--- config.mk ---
export PLATFORM = sky130hd
export DESIGN_NAME = nvram_image_header_adler_check
export DESIGN_NICKNAME = d
export VERILOG_FILES = /design/src/rtl/nihac_pkg.sv /design/src/rtl/nihac_front.sv /design/src/rtl/nihac_fifo.sv /design/src/rtl/nihac_back.sv /design/src/rtl/nvram_image_header_adler_check.sv
export SDC_FILE = /design/constraint.sdc
export NUM_CORES = 1
export LEC_CHECK = 0
export BUFFER_PORTS_ARGS = -buffer_cell sky130_fd_sc_hd__buf_2
export CORE_MARGIN = 4
export CORE_UTILIZATION = 45
export CTS_BUF_LIST = sky130_fd_sc_hd__clkbuf_16
export DETAILED_ROUTE_END_ITERATION = 6
export SETUP_SLACK_MARGIN = 0.15
export SYNTH_ARGS = -nofsm -noshare
export SYNTH_HDL_FRONTEND = slang
export SYNTH_SLANG_ARGS = --single-unit
--- constraint.sdc ---
create_clock -name clk -period 13.6 [get_ports clk]
set_clock_uncertainty 0.05 [all_clocks]
set_input_delay 0 -clock clk [delete_from_list [all_inputs] [get_ports clk]]
set_output_delay 0 -clock clk [all_outputs]
set_load 0.05 [all_outputs]
--- src/rtl/nihac_pkg.sv ---
package nihac_pkg;

  localparam int IMAGE_BYTES = 8192;
  localparam int POS_W = $clog2(IMAGE_BYTES);

  localparam logic [POS_W-1:0] POS_SIG       = POS_W'(0);
  localparam logic [POS_W-1:0] POS_HDR_SUM   = POS_W'(1);
  localparam logic [POS_W-1:0] POS_ADLER_WD  = POS_W'(16);
  localparam logic [POS_W-1:0] POS_ADLER_RUN = POS_W'(20);
  localparam logic [POS_W-1:0] POS_GEN_END   = POS_W'(24);
  localparam logic [POS_W-1:0] POS_LAST      = POS_W'(IMAGE_BYTES - 1);

  localparam logic [16:0] ADLER_MOD = 17'd65521;
  localparam logic [7:0]  SIG_RESET = 8'h5a;

  typedef enum logic [1:0] {
    ST_VALID     = 2'd0,
    ST_BAD_SIG   = 2'd1,
    ST_BAD_HDR   = 2'd2,
    ST_BAD_ADLER = 2'd3
  } status_t;

  typedef struct packed {
    logic [7:0] data;
    logic       first;
    logic       sig_ok;
    logic       hdr_ref;
    logic       hdr_add;
    logic       adler_word;
    logic       gen_word;
    logic       adler_run;
    logic       last;
  } beat_t;

endpackage

--- src/rtl/nihac_front.sv ---
module nihac_front
  import nihac_pkg::*;
(
  input  logic       clk,
  input  logic       rst,
  input  logic       cfg_valid,
  output logic       cfg_ready,
  input  logic [7:0] cfg_data,
  input  logic       push,
  input  logic [7:0] image_byte,
  input  logic       q_full,
  output logic       q_push,
  output beat_t      q_beat
);

  logic [7:0]       signature;
  logic [POS_W-1:0] pos;

  assign cfg_ready = 1'b1;
  assign q_push    = push && !q_full;

  always_ff @(posedge clk) begin
    if (rst) begin
      signature <= SIG_RESET;
    end else if (cfg_valid && cfg_ready) begin
      signature <= cfg_data;
    end
  end

  always_ff @(posedge clk) begin
    if (rst) begin
      pos <= '0;
    end else if (q_push) begin
      if (pos == POS_LAST) begin
        pos <= '0;
      end else begin
        pos <= pos + POS_W'(1);
      end
    end
  end

  always_comb begin
    q_beat.data       = image_byte;
    q_beat.first      = (pos == POS_SIG);
    q_beat.sig_ok     = (image_byte == signature);
    q_beat.hdr_ref    = (pos == POS_HDR_SUM);
    q_beat.hdr_add    = (pos > POS_HDR_SUM) && (pos < POS_ADLER_WD);
    q_beat.adler_word = (pos >= POS_ADLER_WD) && (pos < POS_ADLER_RUN);
    q_beat.gen_word   = (pos >= POS_ADLER_RUN) && (pos < POS_GEN_END);
    q_beat.adler_run  = (pos >= POS_ADLER_RUN);
    q_beat.last       = (pos == POS_LAST);
  end

endmodule

--- src/rtl/nihac_fifo.sv ---
module nihac_fifo
  import nihac_pkg::*;
(
  input  logic  clk,
  input  logic  rst,
  input  logic  wr,
  input  beat_t wr_beat,
  output logic  full,
  input  logic  rd,
  output beat_t rd_beat,
  output logic  empty
);

  beat_t      mem [2];
  logic       wr_ptr;
  logic       rd_ptr;
  logic [1:0] count;

  assign full    = (count == 2'd2);
  assign empty   = (count == 2'd0);
  assign rd_beat = mem[rd_ptr];

  always_ff @(posedge clk) begin
    if (wr && !full) begin
      mem[wr_ptr] <= wr_beat;
    end
  end

  always_ff @(posedge clk) begin
    if (rst) begin
      wr_ptr <= 1'b0;
      rd_ptr <= 1'b0;
      count  <= 2'd0;
    end else begin
      if (wr && !full) begin
        wr_ptr <= !wr_ptr;
      end
      if (rd && !empty) begin
        rd_ptr <= !rd_ptr;
      end
      unique case ({wr && !full, rd && !empty})
        2'b10:   count <= count + 2'd1;
        2'b01:   count <= count - 2'd1;
        default: count <= count;
      endcase
    end
  end

endmodule

--- src/rtl/nihac_back.sv ---
module nihac_back
  import nihac_pkg::*;
(
  input  logic        clk,
  input  logic        rst,
  input  beat_t       q_beat,
  input  logic        q_empty,
  output logic        q_pop,
  output logic        empty,
  input  logic        pop,
  output logic [1:0]  status,
  output logic [31:0] generation,
  output logic [31:0] computed_adler,
  output logic [7:0]  computed_header_sum
);

  logic [15:0] low_sum, high_sum;
  logic [11:0] hdr_run;
  logic [7:0]  hdr_ref;
  logic        sig_matched;
  logic [31:0] adler_word;
  logic [31:0] gen_word;

  logic [15:0] low_sum_next, high_sum_next;
  logic [11:0] hdr_run_next;
  logic [7:0]  hdr_ref_next;
  logic        sig_matched_next;
  logic [31:0] adler_word_next;
  logic [31:0] gen_word_next;
  logic [16:0] low_add, high_add;

  logic        fin_valid;
  logic [15:0] fin_low, fin_high;
  logic [11:0] fin_hdr_run;
  logic [7:0]  fin_hdr_ref;
  logic        fin_sig;
  logic [31:0] fin_adler_word;
  logic [31:0] fin_gen;

  logic        out_valid;
  logic        out_load;
  logic        fin_adv;
  logic        fin_free;
  logic [8:0]  fold1;
  logic [7:0]  fold2;
  status_t     status_next;

  assign out_load = !out_valid || pop;
  assign fin_adv  = fin_valid && out_load;
  assign fin_free = !fin_valid || fin_adv;
  assign q_pop    = !q_empty && (!q_beat.last || fin_free);

  always_comb begin
    sig_matched_next = sig_matched;
    hdr_run_next     = hdr_run;
    hdr_ref_next     = hdr_ref;
    adler_word_next  = adler_word;
    gen_word_next    = gen_word;
    low_sum_next     = low_sum;
    high_sum_next    = high_sum;
    low_add          = {1'b0, low_sum} + {9'd0, q_beat.data};
    if (low_add >= ADLER_MOD) begin
      low_add = low_add - ADLER_MOD;
    end
    high_add = {1'b0, high_sum} + low_add;
    if (high_add >= ADLER_MOD) begin
      high_add = high_add - ADLER_MOD;
    end
    if (q_beat.first) begin
      sig_matched_next = q_beat.sig_ok;
      hdr_run_next     = {4'd0, q_beat.data};
    end
    if (q_beat.hdr_ref) begin
      hdr_ref_next = q_beat.data;
    end
    if (q_beat.hdr_add) begin
      hdr_run_next = hdr_run + {4'd0, q_beat.data};
    end
    if (q_beat.adler_word) begin
      adler_word_next = {adler_word[23:0], q_beat.data};
    end
    if (q_beat.gen_word) begin
      gen_word_next = {gen_word[23:0], q_beat.data};
    end
    if (q_beat.adler_run) begin
      low_sum_next  = low_add[15:0];
      high_sum_next = high_add[15:0];
    end
  end

  always_ff @(posedge clk) begin
    if (rst) begin
      low_sum     <= 16'd1;
      high_sum    <= 16'd0;
      hdr_run     <= 12'd0;
      hdr_ref     <= 8'd0;
      sig_matched <= 1'b0;
      adler_word  <= 32'd0;
      gen_word    <= 32'd0;
    end else if (q_pop) begin
      if (q_beat.last) begin
        low_sum     <= 16'd1;
        high_sum    <= 16'd0;
        hdr_run     <= 12'd0;
        hdr_ref     <= 8'd0;
        sig_matched <= 1'b0;
        adler_word  <= 32'd0;
        gen_word    <= 32'd0;
      end else begin
        low_sum     <= low_sum_next;
        high_sum    <= high_sum_next;
        hdr_run     <= hdr_run_next;
        hdr_ref     <= hdr_ref_next;
        sig_matched <= sig_matched_next;
        adler_word  <= adler_word_next;
        gen_word    <= gen_word_next;
      end
    end
  end

  always_ff @(posedge clk) begin
    if (rst) begin
      fin_valid <= 1'b0;
    end else if (q_pop && q_beat.last) begin
      fin_valid <= 1'b1;
    end else if (fin_adv) begin
      fin_valid <= 1'b0;
    end
  end

  always_ff @(posedge clk) begin
    if (q_pop && q_beat.last) begin
      fin_low        <= low_sum_next;
      fin_high       <= high_sum_next;
      fin_hdr_run    <= hdr_run_next;
      fin_hdr_ref    <= hdr_ref_next;
      fin_sig        <= sig_matched_next;
      fin_adler_word <= adler_word_next;
      fin_gen        <= gen_word_next;
    end
  end

  always_comb begin
    fold1 = {1'b0, fin_hdr_run[7:0]} + {5'd0, fin_hdr_run[11:8]};
    fold2 = fold1[7:0] + {7'd0, fold1[8]};
    priority if (!fin_sig) begin
      status_next = ST_BAD_SIG;
    end else if (fold2 != fin_hdr_ref) begin
      status_next = ST_BAD_HDR;
    end else if ({fin_high, fin_low} != fin_adler_word) begin
      status_next = ST_BAD_ADLER;
    end else begin
      status_next = ST_VALID;
    end
  end

  always_ff @(posedge clk) begin
    if (rst) begin
      out_valid <= 1'b0;
    end else if (fin_adv) begin
      out_valid <= 1'b1;
    end else if (pop) begin
      out_valid <= 1'b0;
    end
  end

  always_ff @(posedge clk) begin
    if (fin_adv) begin
      status              <= status_next;
      generation          <= (status_next == ST_VALID) ? fin_gen : 32'd0;
      computed_adler      <= {fin_high, fin_low};
      computed_header_sum <= fold2;
    end
  end

  assign empty = !out_valid;

endmodule

--- src/rtl/nvram_image_header_adler_check.sv ---
// Path: the last byte of an image goes through the beat queue, the fin
// registers and the result registers before it shows on the result ports.
// Throughput: one byte per cycle while full is low; one result per image
// of IMAGE_BYTES bytes.
// Reset: synchronous, clears the queues and all image state; signature = 0x5a.
module nvram_image_header_adler_check
  import nihac_pkg::*;
(
  input  logic        clk,
  input  logic        rst,
  input  logic        cfg_valid,
  output logic        cfg_ready,
  input  logic [7:0]  cfg_data,
  input  logic        push,
  output logic        full,
  input  logic [7:0]  image_byte,
  output logic        empty,
  input  logic        pop,
  output logic [1:0]  status,
  output logic [31:0] generation,
  output logic [31:0] computed_adler,
  output logic [7:0]  computed_header_sum
);

  beat_t in_beat;
  beat_t head_beat;
  logic  q_push;
  logic  q_pop;
  logic  q_empty;

  nihac_front u_front (
    .clk        (clk),
    .rst        (rst),
    .cfg_valid  (cfg_valid),
    .cfg_ready  (cfg_ready),
    .cfg_data   (cfg_data),
    .push       (push),
    .image_byte (image_byte),
    .q_full     (full),
    .q_push     (q_push),
    .q_beat     (in_beat)
  );

  nihac_fifo u_fifo (
    .clk     (clk),
    .rst     (rst),
    .wr      (q_push),
    .wr_beat (in_beat),
    .full    (full),
    .rd      (q_pop),
    .rd_beat (head_beat),
    .empty   (q_empty)
  );

  nihac_back u_back (
    .clk                 (clk),
    .rst                 (rst),
    .q_beat              (head_beat),
    .q_empty             (q_empty),
    .q_pop               (q_pop),
    .empty               (empty),
    .pop                 (pop),
    .status              (status),
    .generation          (generation),
    .computed_adler      (computed_adler),
    .computed_header_sum (computed_header_sum)
  );

  a_gen_zero: assert property (@(posedge clk) disable iff (rst)
    (!empty && status != ST_VALID) |-> generation == 32'd0)
    else $error("generation not zero on failed image");

  a_adler_range: assert property (@(posedge clk) disable iff (rst)
    !empty |-> ({1'b0, computed_adler[31:16]} < ADLER_MOD &&
                {1'b0, computed_adler[15:0]} < ADLER_MOD))
    else $error("adler sum out of range");

  a_queue_sane: assert property (@(posedge clk) disable iff (rst)
    full |-> !q_empty)
    else $error("beat queue full and empty");

endmodule
==> flow_metrics.tcl <==
set metrics [dict create \
    nets 1833 \
    syn_inst 1661 \
    cp.required_ps 13840 \
    setup_viol 0 \
    hold_slack_ps 164 \
    slew_headroom_pct 30.0 \
    peakVddDrop_v 0.000112 \
    status "finished, final reports clean" \
    cts_made_buffers 41 \
    drt-vias-per-instance 5.48 \
    synth-async-reset-ratio_pct 0 \
    finalCritPeriodShare_pct 60.2 \
    clock_sinks 368 \
    nFillCells 3447 \
    drc_errors 0 \
    grt_pass1_vias 11800 \
    p_int_mw 2.44 \
    cts.clk_slew.worst_paths_ps 50 \
    switching_share_pct 37.0 \
    top_layer_used "met5" \
    start_util_pct 45.8 \
    drtAntennaViolNets 0 \
    fin_tns_setup_ps 0 \
    io_pins 98 \
    stdcell_area_sq_um 19900 \
    synth_top_cell_by_area "edfxtp_1" \
    min_period_ps 8190 \
    die_w_microns 204 \
    startpoint_type "flip-flop" \
    combinationalPowerShare_pct 32.5 \
    grt_start_max_net_pins 82 \
    cts_root_buffer "clkbuf_16" \
    grt_usage_pct 20.0 \
    drtIter0Drc 1012 \
    finalWeightedCongestion 0.862 \
    p_seq_share_pct 40.1 \
    wl_met3_microns 2030 \
    finalWirelength_microns 42700 \
    synth_edf_count 223 \
    firstDrtPassIters 6 \
    ctsHoldBuffers 32 \
    synth_cell_types 87 \
    hold_path_class "input port to flip-flop" \
    wire_per_inst_microns 18.5 \
    p_total_mw 3.87 \
    ys_warn_count 0 \
    grt_overflow 0 \
    wl_met2_microns 20100 \
    power.density_nw_per_um2 195 \
    yosys.area.top_type_share_pct 38.7 \
    final_util_pct 52.5 \
    criticalPathCategory "flip-flop to flip-flop" \
    fmax_ghz 0.122 \
    wl_met1_microns 19600 \
    clock_power_share_pct 27.4 \
    hold_violations 0 \
    worstHoldStart "image_byte[5]" \
    clk_path_buf_depth 3 \
    syn_area_sq_um 17300 \
    synth_area_leaders "edfxtp_1 (39%), dfxtp_1 (17%), nand2_1 (5.2%)" \
    place_hpwl_microns 28800 \
    area_growth_pct 14.7 \
    cts_tree "built" \
    grt_antenna_before_repair 1 \
    ys_dominant_reg_cell "edfxtp_1" \
    cts_max_level 2 \
    core_area_sq_um 37800 \
    endpoint_kind "flip-flop" \
    vias 12600 \
    post_dp_cell_area_sq_um 18300 \
    p_leak_nw 7.56 \
    place.port_buffers 96 \
    synth_nets 1733 \
    cts_setup_buffers 0 \
    drive_gt1_share_pct 11.3 \
    max_slew.worst_pin.slew_ps 1040 \
    cp_max_fo 21 \
    rows 71 \
    dieArea_sq_um 41700 \
    chipHeight_microns 204 \
    cap_viol_max_count 0 \
    cts_resized 0 \
    avgSynthCellArea_sq_um 10.4 \
    rsz0062_at_grt "false" \
    arrival_ps 8420 \
    synth_seq_area_share_pct 55.4 \
    p_switching_mw 1.43 \
    report.final.slew_viol_count 0 \
    clock_latency_ps 560 \
    synth-seq-cells 368 \
    grt_pass1_wl_microns 66000 \
]
cells by family after synthesis:
group,after synthesis,share of synthesized area [%]
AO/OA/AOI/OAI,337,12.9
XOR/XNOR,120,6.20
adder cells (fa/ha/maj),52,3.91
buffers and inverters,128,2.93
flip-flops,368,55.4
multiplexers,33,1.96
other,1,0.0216
AND/OR/NAND/NOR,622,16.7
layout by cell type, fill, tap and decap left out, types with 4 or more instances in the layout:
cell type,instances
nand2_1,239
edfxtp_1,223
nor2_1,193
dfxtp_1,145
buf_2,95
a21oi_1,83
a22oi_1,81
xor2_1,67
o21ai_0,67
inv_1,54
xnor2_1,50
ha_1,47
clkbuf_16,43
and2_1,40
dlygate4sd3_1,32
mux2i_1,24
nand4_1,21
nand3_1,19
nor3_1,16
clkinv_1,15
buf_4,15
nor4_1,14
a21o_1,13
o211ai_1,10
nor2b_1,10
and3_1,10
o21ai_1,10
or3_1,9
nand2b_1,8
mux2_2,7
a31oi_1,6
a211o_1,6
nor3_2,6
a22o_1,6
a211oi_1,5
nand3b_1,5
o21bai_1,5
a21oi_2,4
nor3b_1,4
fa_1,4
metal layers:
metal  vias to the layer above  global-route usage [%]
li1                       6134                       -
met1                      6139                    28.4
met2                       288                    32.1
met3                        66                    3.49
met4                         2                    5.00
met5                         -                       0
layout make-up:
class	instances	area, sq um	share of cell area, %
Inverter	43	164	0.825
Timing Repair Buffer	142	908	4.57
Clock buffer	43	1080	5.42
Clock inverter	33	216	1.09
Multi-Input combinational cell	1165	7260	36.5
Sequential cell	368	9600	48.3
Tap cell	511	639	3.22
Antenna cell	1	2.50	0.0126
through the flow:
step / setup WS, ps / std cells
2_1_floorplan: 6410 / 1661
5_1_grt: 4890 / 2305
3_3_place_gp: 5690 / 2197
4_1_cts: 5480 / 2305
3_5_place_dp: 5580 / 2197
6_report: 5410 / 2306
Yosys cell counts, drive strengths merged (4+ instances only):
| cell | n |
|---|---|
| mux2i | 26 |
| dfxtp | 145 |
| ha | 47 |
| edfxtp | 223 |
| nor4 | 15 |
| nor2b | 11 |
| a21oi | 87 |
| o21bai | 5 |
| nor2 | 195 |
| mux2 | 7 |
| fa | 4 |
| a21o | 14 |
| or3 | 9 |
| nand4 | 21 |
| nor3 | 22 |
| nand2b | 8 |
| and2 | 40 |
| buf | 17 |
| a22o | 6 |
| nand2 | 239 |
| nor3b | 4 |
| a31oi | 6 |
| a211o | 6 |
| a22oi | 81 |
| nand3 | 20 |
| and3 | 11 |
| o21ai | 78 |
| xnor2 | 52 |
| nor4b | 4 |
| inv | 43 |
| clkbuf | 68 |
| nand3b | 5 |
| a211oi | 5 |
| o211ai | 10 |
| a41oi | 4 |
| xor2 | 68 |
path summary, 6_finish.rpt:
| kind | end | slack (ps) | cells after the start |
|---|---|---|---|
| worst max-delay path | u_back.fin_high[13] | 5410 | 24 |
| worst min-delay path | u_fifo.mem[1][13] | 160 | 2 |
| worst max register to register | u_back.fin_high[13] | 5410 | 24 |
| worst min register to register | u_back.computed_adler[9] | 440 | 0 |
power groups by stage:
stage | logic [mW] | registers (mW) | clock network, mW
3_5_place_dp | 1.25 | 1.58 | 0
5_1_grt | 1.39 | 1.57 | 1.14
3_3_place_gp | 1.24 | 1.58 | 0
2_1_floorplan | 0.856 | 1.61 | 0
4_1_cts | 1.26 | 1.56 | 1.09
6_report | 1.26 | 1.55 | 1.06
worst max-delay path: stages (launching register included):
cell      delay (ps)
dfxtp_1          310
buf_4            330
mux2i_1          860
inv_1            190
ha_1             450
nand3_1          120
a211oi_1         440
nor2_1           150
o31ai_1          550
inv_1            180
a41oi_4          360
and2b_1          240
xnor2_1          230
inv_1             80
ha_1             380
and3_1           230
a221oi_1         480
o21ai_0          180
xor2_1           300
or4b_4           550
nor4_2           330
a21oi_2          220
nor4b_1          390
xor2_1           200
o21ai_0          100
flip-flops by register name, indices dropped and copies added, names as in the netlist, 32 cells and up, named ones only:
name / flops
u_back.adler_word: 32
u_back.computed_adler: 32
u_back.fin_adler_word: 32
u_back.fin_gen: 32
u_back.gen_word: 32
u_back.generation: 32
u_fifo.mem: 32
Note: power is estimated with default switching activity, not from simulation.
